File: src/design/htb_pkg.sv
// Shared constants and types for the Huffman tree builder.
package htb_pkg;
    localparam int MAX_LEAVES_DEF = 32;
    localparam int IDX_W = 6;
    localparam int LW_W = 16;
    localparam int NW_W = 21;

    typedef struct packed {
        logic          valid;
        logic [IDX_W-1:0] idx;
        logic [NW_W-1:0]  weight;
    } htb_entry_t;
endpackage

File: src/design/htb_cell.sv
// One cell of the sorted list: holds an entry and shifts toward the head or tail.
module htb_cell (
    input  logic               clk,
    input  logic               rst_n,
    input  logic               clear,
    input  logic               ins_en,
    input  logic               pop_en,
    input  htb_pkg::htb_entry_t new_entry,
    input  htb_pkg::htb_entry_t prev_entry,
    input  htb_pkg::htb_entry_t next2_entry,
    input  logic               prev_before,
    output logic               stays,
    output htb_pkg::htb_entry_t entry
);
    import htb_pkg::*;

    htb_entry_t entry_reg;
    htb_entry_t entry_next;

    // Insertion puts the new entry after all entries of not greater weight
    // when loading leaves (stable), and the build node before equal weights.
    assign entry = entry_reg;
    assign stays = entry_reg.valid && !(new_entry.weight < entry_reg.weight) &&
                   !(pop_en && entry_reg.weight == new_entry.weight);

    always_comb
    begin
        entry_next = entry_reg;
        if (clear)
        begin
            entry_next.valid = 1'b0;
        end
        else if (pop_en)
        begin
            // Pop two from the head while inserting the merged node.
            if (next2_entry.valid && (next2_entry.weight < new_entry.weight))
            begin
                entry_next = next2_entry;
            end
            else if (prev_before)
            begin
                entry_next = new_entry;
            end
            else
            begin
                entry_next = prev_entry;
            end
        end
        else if (ins_en)
        begin
            if (stays)
            begin
                entry_next = entry_reg;
            end
            else if (prev_before)
            begin
                entry_next = new_entry;
            end
            else
            begin
                entry_next = prev_entry;
            end
        end
    end

    always_ff @(posedge clk or negedge rst_n)
    begin
        if (!rst_n)
        begin
            entry_reg.valid <= 1'b0;
            entry_reg.idx <= '0;
            entry_reg.weight <= '0;
        end
        else
        begin
            entry_reg <= entry_next;
        end
    end
endmodule

File: src/design/huffman_tree_builder_core.sv
// Top level of the Huffman tree builder: leaf loading, list cells and build control.
//
// Usage: drive leaf_weight and final_leaf with start; a transfer happens at a
// clock edge where start is high and busy is low. Each leaf is placed into a
// row of list cells by sorted insertion, so leaves load one per cycle while
// busy stays low. The leaf marked final_leaf starts the build: busy is high
// while the build runs, one pop-and-insert step of the cell row per tree node,
// and every step registers one result. Results are shown for one cycle each
// with done high, back to back, the first registered by the first build step;
// the root, marked by is_root, is shown in the cycle in which busy falls. A
// single leaf holds busy high in a single-leaf state and then gives one result
// for itself. No new transfer is taken until busy falls. Leaves beyond
// MAX_LEAVES are ignored. The receiver cannot stall; results must be taken
// when shown.
// Reset empties the cell row and clears the leaf count at once.
module huffman_tree_builder_core #(
    parameter int MAX_LEAVES = htb_pkg::MAX_LEAVES_DEF
) (
    input  logic                       clk,
    input  logic                       rst_n,
    input  logic                       start,
    output logic                       busy,
    input  logic [htb_pkg::LW_W-1:0]   leaf_weight,
    input  logic                       final_leaf,
    output logic                       done,
    output logic [htb_pkg::IDX_W-1:0]  node_index,
    output logic [htb_pkg::IDX_W-1:0]  left_child,
    output logic [htb_pkg::IDX_W-1:0]  right_child,
    output logic [htb_pkg::NW_W-1:0]   node_weight_out,
    output logic                       is_root
);
    import htb_pkg::*;

    localparam int CW = $clog2(MAX_LEAVES + 1);

    typedef enum logic [1:0] {S_LOAD, S_BUILD, S_SINGLE} state_t;

    state_t           state_reg;
    logic [CW-1:0]    count_reg;
    logic [IDX_W-1:0] next_idx_reg;
    logic [IDX_W-1:0] last_idx_reg;
    logic             done_reg;
    logic [IDX_W-1:0] node_reg;
    logic [IDX_W-1:0] left_reg;
    logic [IDX_W-1:0] right_reg;
    logic [NW_W-1:0]  weight_reg;
    logic             root_reg;

    htb_entry_t cells [MAX_LEAVES];
    logic       bef [MAX_LEAVES];
    htb_entry_t new_entry;
    logic       accept;
    logic       ins_en;
    logic       pop_en;
    logic       clear;
    logic [NW_W-1:0] sum;

    assign accept = start && !busy;
    assign ins_en = accept && (count_reg < CW'(MAX_LEAVES));
    assign pop_en = (state_reg == S_BUILD);
    assign clear  = (state_reg == S_SINGLE) ||
                    (pop_en && next_idx_reg == last_idx_reg);
    assign sum    = cells[0].weight + cells[1].weight;

    always_comb
    begin
        new_entry.valid = 1'b1;
        if (pop_en)
        begin
            new_entry.idx    = next_idx_reg;
            new_entry.weight = sum;
        end
        else
        begin
            new_entry.idx    = IDX_W'(count_reg);
            new_entry.weight = NW_W'(leaf_weight);
        end
    end

    genvar g;
    generate
        for (g = 0; g < MAX_LEAVES; g++)
        begin : g_cell
            htb_entry_t prv;
            htb_entry_t nx1;
            htb_entry_t nx2;
            logic       pb;
            if (g + 1 < MAX_LEAVES)
            begin : g_n1
                assign nx1 = cells[g + 1];
            end
            else
            begin : g_n1z
                assign nx1 = '0;
            end
            if (g + 2 < MAX_LEAVES)
            begin : g_n2
                assign nx2 = cells[g + 2];
            end
            else
            begin : g_n2z
                assign nx2 = '0;
            end
            if (g == 0)
            begin : g_first
                assign prv = pop_en ? nx1 : new_entry;
                assign pb  = 1'b1;
            end
            else
            begin : g_rest
                assign prv = pop_en ? nx1 : cells[g - 1];
                assign pb  = pop_en ? (nx1.valid && (nx1.weight < new_entry.weight))
                                    : bef[g - 1];
            end
            htb_cell u_cell (
                .clk        (clk),
                .rst_n      (rst_n),
                .clear      (clear),
                .ins_en     (ins_en),
                .pop_en     (pop_en),
                .new_entry  (new_entry),
                .prev_entry (prv),
                .next2_entry(nx2),
                .prev_before(pb),
                .stays      (bef[g]),
                .entry      (cells[g])
            );
        end
    endgenerate

    assign busy            = (state_reg != S_LOAD);
    assign done            = done_reg;
    assign node_index      = node_reg;
    assign left_child      = left_reg;
    assign right_child     = right_reg;
    assign node_weight_out = weight_reg;
    assign is_root         = root_reg;

    always_ff @(posedge clk or negedge rst_n)
    begin
        if (!rst_n)
        begin
            state_reg    <= S_LOAD;
            count_reg    <= '0;
            next_idx_reg <= '0;
            last_idx_reg <= '0;
            done_reg     <= 1'b0;
            root_reg     <= 1'b0;
            node_reg     <= '0;
            left_reg     <= '0;
            right_reg    <= '0;
            weight_reg   <= '0;
        end
        else
        begin
            done_reg <= 1'b0;
            unique case (state_reg)
                S_LOAD:
                begin
                    if (accept)
                    begin
                        if (final_leaf)
                        begin
                            count_reg <= '0;
                            if (count_reg == '0)
                            begin
                                state_reg <= S_SINGLE;
                            end
                            else
                            begin
                                state_reg    <= S_BUILD;
                                next_idx_reg <= IDX_W'(count_reg) +
                                                IDX_W'(ins_en);
                                last_idx_reg <= IDX_W'(count_reg) +
                                                IDX_W'(ins_en) + IDX_W'(count_reg) +
                                                IDX_W'(ins_en) - IDX_W'(2);
                            end
                        end
                        else if (ins_en)
                        begin
                            count_reg <= count_reg + CW'(1);
                        end
                    end
                end
                S_SINGLE:
                begin
                    done_reg   <= 1'b1;
                    root_reg   <= 1'b1;
                    node_reg   <= '0;
                    left_reg   <= '0;
                    right_reg  <= '0;
                    weight_reg <= cells[0].weight;
                    state_reg  <= S_LOAD;
                end
                S_BUILD:
                begin
                    done_reg     <= 1'b1;
                    node_reg     <= next_idx_reg;
                    left_reg     <= cells[0].idx;
                    right_reg    <= cells[1].idx;
                    weight_reg   <= sum;
                    root_reg     <= (next_idx_reg == last_idx_reg);
                    next_idx_reg <= next_idx_reg + IDX_W'(1);
                    if (next_idx_reg == last_idx_reg)
                    begin
                        state_reg <= S_LOAD;
                    end
                end
                default:
                begin
                    state_reg <= S_LOAD;
                end
            endcase
        end
    end
endmodule

File: config.mk
export PLATFORM = sky130hd
export DESIGN_NAME = huffman_tree_builder_core
export DESIGN_NICKNAME = d
export VERILOG_FILES = /design/src/design/htb_pkg.sv /design/src/design/htb_cell.sv /design/src/design/huffman_tree_builder_core.sv
export SDC_FILE = /design/constraint.sdc
export NUM_CORES = 2
export LEC_CHECK = 0
export BUFFER_PORTS_ARGS = -buffer_cell sky130_fd_sc_hd__buf_2
export CORE_MARGIN = 2
export CORE_UTILIZATION = 53
export DETAILED_ROUTE_END_ITERATION = 7
export GPL_TIMING_DRIVEN = 0
export PLACE_DENSITY = 0.73
export REMOVE_ABC_BUFFERS = 1
export SLEW_MARGIN = 10
export SYNTH_ARGS = -nofsm -noshare
export SYNTH_HDL_FRONTEND = slang
export SYNTH_SLANG_ARGS = --single-unit
File: constraint.sdc
create_clock -name clk -period 12.5 [get_ports clk]
set_clock_uncertainty 0.2 [all_clocks]
set_input_delay 2.5 -clock clk [delete_from_list [all_inputs] [get_ports clk]]
set_output_delay 2.5 -clock clk [all_outputs]
set_load 0.02 [all_outputs]
==> out/qor.csv <==
stage;metric;value;unit
floorplan;std_cell_rows;139;
global_route;antenna_found_initial;15;
global_route;grt_pass1_wl;462;mm
worst_setup_path;critPathLaunch;g_cell[1].u_cell.entry[0]$_DFFE_PN0P_;
job;maxCapViolations;0;
timing;final.min_clock_period;8.82;ns
placement;gp_congestion;0.960;
floorplan;die_area;0.147;sq mm
worst_setup_path;cp-end-kind;register;
floorplan;die_y;384;microns
layout;multi_input_area;0.0496;sq mm
layout;drive_gt1_frac;0.0786;
worst_setup_path;cp_max_fo;36;
synth;synth_top_flop_cell;dfrtp_1;
timing;worst_pin_slew;1.43;ns
synth;ys_ff_latch;957;
detailed_routing;drcViolationCount;41;
cts;postCtsSetupRepairBufs;0;
timing;slew_violations;0;
timing;fin_crit_sh;0.706;
detailed_routing;wl_per_cell;28.2;microns
floorplan;core;0.143;sq mm
placement;portBuffers;61;
timing;fin_setup_tns;0;ns
cts;cts_resized;0;
placement;hpwl;223;mm
layout;nets;9618;
layout;largest_register_ffs;896;
synth;synth_edf_count;0;
outcome;violations;design-rule violations;
detailed_routing;drt-vias-per-instance;7.10;
timing;finalSetupViolCount;0;
synth;synth.area.top_cells;dfrtp_1, ha_1, mux2i_1;
layout;synthToLayoutAreaGrowth;11.3;%
synth;yosys_warnings;0;
cts;cts_root_buf;clkbuf_16;
cts;cts_hold_buf;0;
synth;synthesis.area;0.0763;sq mm
floorplan;initial_core_util;0.533;
floorplan;ioPinCount;62;
synth;synth_largest_area_cell;dfrtp_1;
layout;ff_latch_area;0.0239;sq mm
worst_setup_path;cp.required;12.92;ns
detailed_routing;drt_pass1_iterations;8;
synth;ys_async_sr_fraction;1.00;
worst_setup_path;cp.arrival;9.24;ns
timing;fmax;0.113;GHz
timing;finalHoldViolCount;0;
global_route;grt_max_degree;140;
timing;rsz0062_at_grt;no;
detailed_routing;routed_wl;307;mm
synth;yosysSeqAreaShare;0.314;
worst_hold_path;hp-class;register to register;
layout;fillCellCount;12400;
synth;ys_types;101;
worst_setup_path;crit_type;register to register;
synth;synth.top_cell.area_share;0.314;
detailed_routing;drtIter0Drc;9879;
cts;clk_latency;0.78;ns
outcome;status;finished with violations;
global_route;gr-usage-all-layers;0.407;
cts;clk_path_buf_depth;3;
worst_hold_path;hold_path_startpoint;node_index[0]$_DFFE_PN0P_;
timing;max_slew_margin;0.0483;
worst_setup_path;r2r-start;g_cell[1].u_cell.entry[0]$_DFFE_PN0P_;
cts;h-tree-depth;3;
global_route;grt_pass1_vias;74400;
global_route;grt-ovfl-total;0;
synth;yosysMostFrequentCell;nand2_1;
cts;cts_tree;built;
synth;syn_area_per_cell;8.26;sq um
synth;ys_top_cells_by_count;nand2_1, dfrtp_1, a21oi_1;
worst_setup_path;start_kind;register;
cts;clk_pin_slew;0.06;ns
synth;syn_inst;9244;
detailed_routing;drtAntennaViolNets;0;
floorplan;die_x;384;microns
detailed_routing;num_vias;77300;
worst_setup_path;rrSetupSlack;3.68;ns
cts;clkSinkCount;957;
cts;numCtsBuffers;114;
## per-layer routing
| layer | vias up | wire length [microns] | GRT usage |
|---|---|---|---|
| li1 | 33800 | - | - |
| met1 | 37400 | 113000 | 0.494 |
| met2 | 4661 | 133000 | 0.615 |
| met3 | 1354 | 34700 | 0.122 |
| met4 | 14 | 25400 | 0.292 |
| met5 | - | 97 | 0 |
## final timing paths
path	depth (start not counted)	end
min in group asynchronous	1	done$_DFF_PN0_
worst min-delay path	2	node_index[0]$_DFFE_PN0P_
worst max-delay path	21	g_cell[25].u_cell.entry[19]$_DFFE_PN0P_
worst min register to register	2	node_index[0]$_DFFE_PN0P_
worst max register to register	21	g_cell[25].u_cell.entry[19]$_DFFE_PN0P_
max in group asynchronous	4	g_cell[31].u_cell.entry[4]$_DFFE_PN0P_
## logic make-up (layout without fill, tap and decap cells)
| logic type | Yosys count | count (layout) | synth area share |
|---|---|---|---|
| muxes | 606 | 606 | 0.0808 |
| adders and majority gates | 711 | 711 | 0.117 |
| other | 0 | 6 | 0 |
| and+or+nand+nor | 2779 | 2779 | 0.162 |
| xor gates and xnor gates | 34 | 34 | 0.00390 |
| DFF | 957 | 957 | 0.314 |
| AOI/OAI and AO/OA | 3204 | 3204 | 0.274 |
| buffers and inverters | 953 | 688 | 0.0493 |
## area by class of cell
cell class,instances,share of cell area
multi-input cells,7334,0.583
flip-flops and latches,957,0.282
repair buffers,242,0.0505
clock buffers,169,0.0399
well taps,1903,0.0280
inverters,238,0.0107
clock inverters,39,0.00549
diodes,6,0.000177
## through the flow
step / cells / utilization / hold slack (ns) / setup WS (ns) / area [sq um]
after global routing: 10900 / 0.593 / 0.307 / 3.42 / 85000
after CTS: 10900 / 0.593 / 0.283 / 3.46 / 84900
after global placement: 10500 / 0.531 / 0.263 / -132.75 / 76200
after floorplan: 8529 / - / 0.269 / -55.39 / 73500
after detailed placement: 10700 / 0.566 / 0.269 / 3.51 / 81100
final: 10900 / 0.593 / 0.278 / 3.68 / 85000
## critical path: stages (launching register included)
cell      delay, ns
dfrtp_1        0.42
ha_1           0.23
inv_1          0.06
fa_1           0.40
nor2b_1        0.25
o31ai_1        0.17
a211oi_1       0.45
o221ai_1       0.29
o21ai_1        0.51
xor2_4         0.46
buf_16         0.23
nand2_2        0.45
ha_1           0.52
nand4_1        0.18
nor4_1         0.64
o21ai_0        0.36
and3_1         0.33
nand2_2        0.57
nand2_1        0.91
mux2_2         0.56
a221oi_1       0.29
o31ai_1        0.12
## cells in the final DEF (no fill, tap or decap), types with 24 or more instances in the layout
master | synthesis | layout
a2111oi_0 | 30 | 30
a211o_1 | 54 | 54
a211oi_1 | 456 | 455
a21o_1 | 112 | 110
a21oi_1 | 761 | 753
a221o_1 | 33 | 33
a221oi_1 | 77 | 77
a22oi_1 | 25 | 25
a31oi_1 | 292 | 291
and2_1 | 172 | 167
and3_1 | 76 | 74
buf_12 | 0 | 63
buf_16 | 0 | 82
buf_2 | 96 | 60
clkbuf_1 | 562 | 25
clkbuf_16 | 0 | 117
clkbuf_8 | 0 | 27
clkinv_2 | 0 | 28
dfrtp_1 | 957 | 957
ha_1 | 709 | 707
inv_1 | 229 | 218
mux2_2 | 81 | 80
mux2i_1 | 524 | 519
nand2_1 | 1227 | 1217
nand3_1 | 189 | 185
nand4_1 | 115 | 115
nor2_1 | 708 | 687
nor2b_1 | 47 | 46
nor3_1 | 90 | 85
nor4_1 | 24 | 24
o2111ai_1 | 33 | 33
o211ai_1 | 334 | 334
o21a_1 | 47 | 44
o21ai_0 | 570 | 565
o21ai_1 | 51 | 39
o22ai_1 | 60 | 59
o31ai_1 | 35 | 34
Power is not shown: default switching activity piles up to over one toggle a cycle in this logic, so the estimate is an artifact.
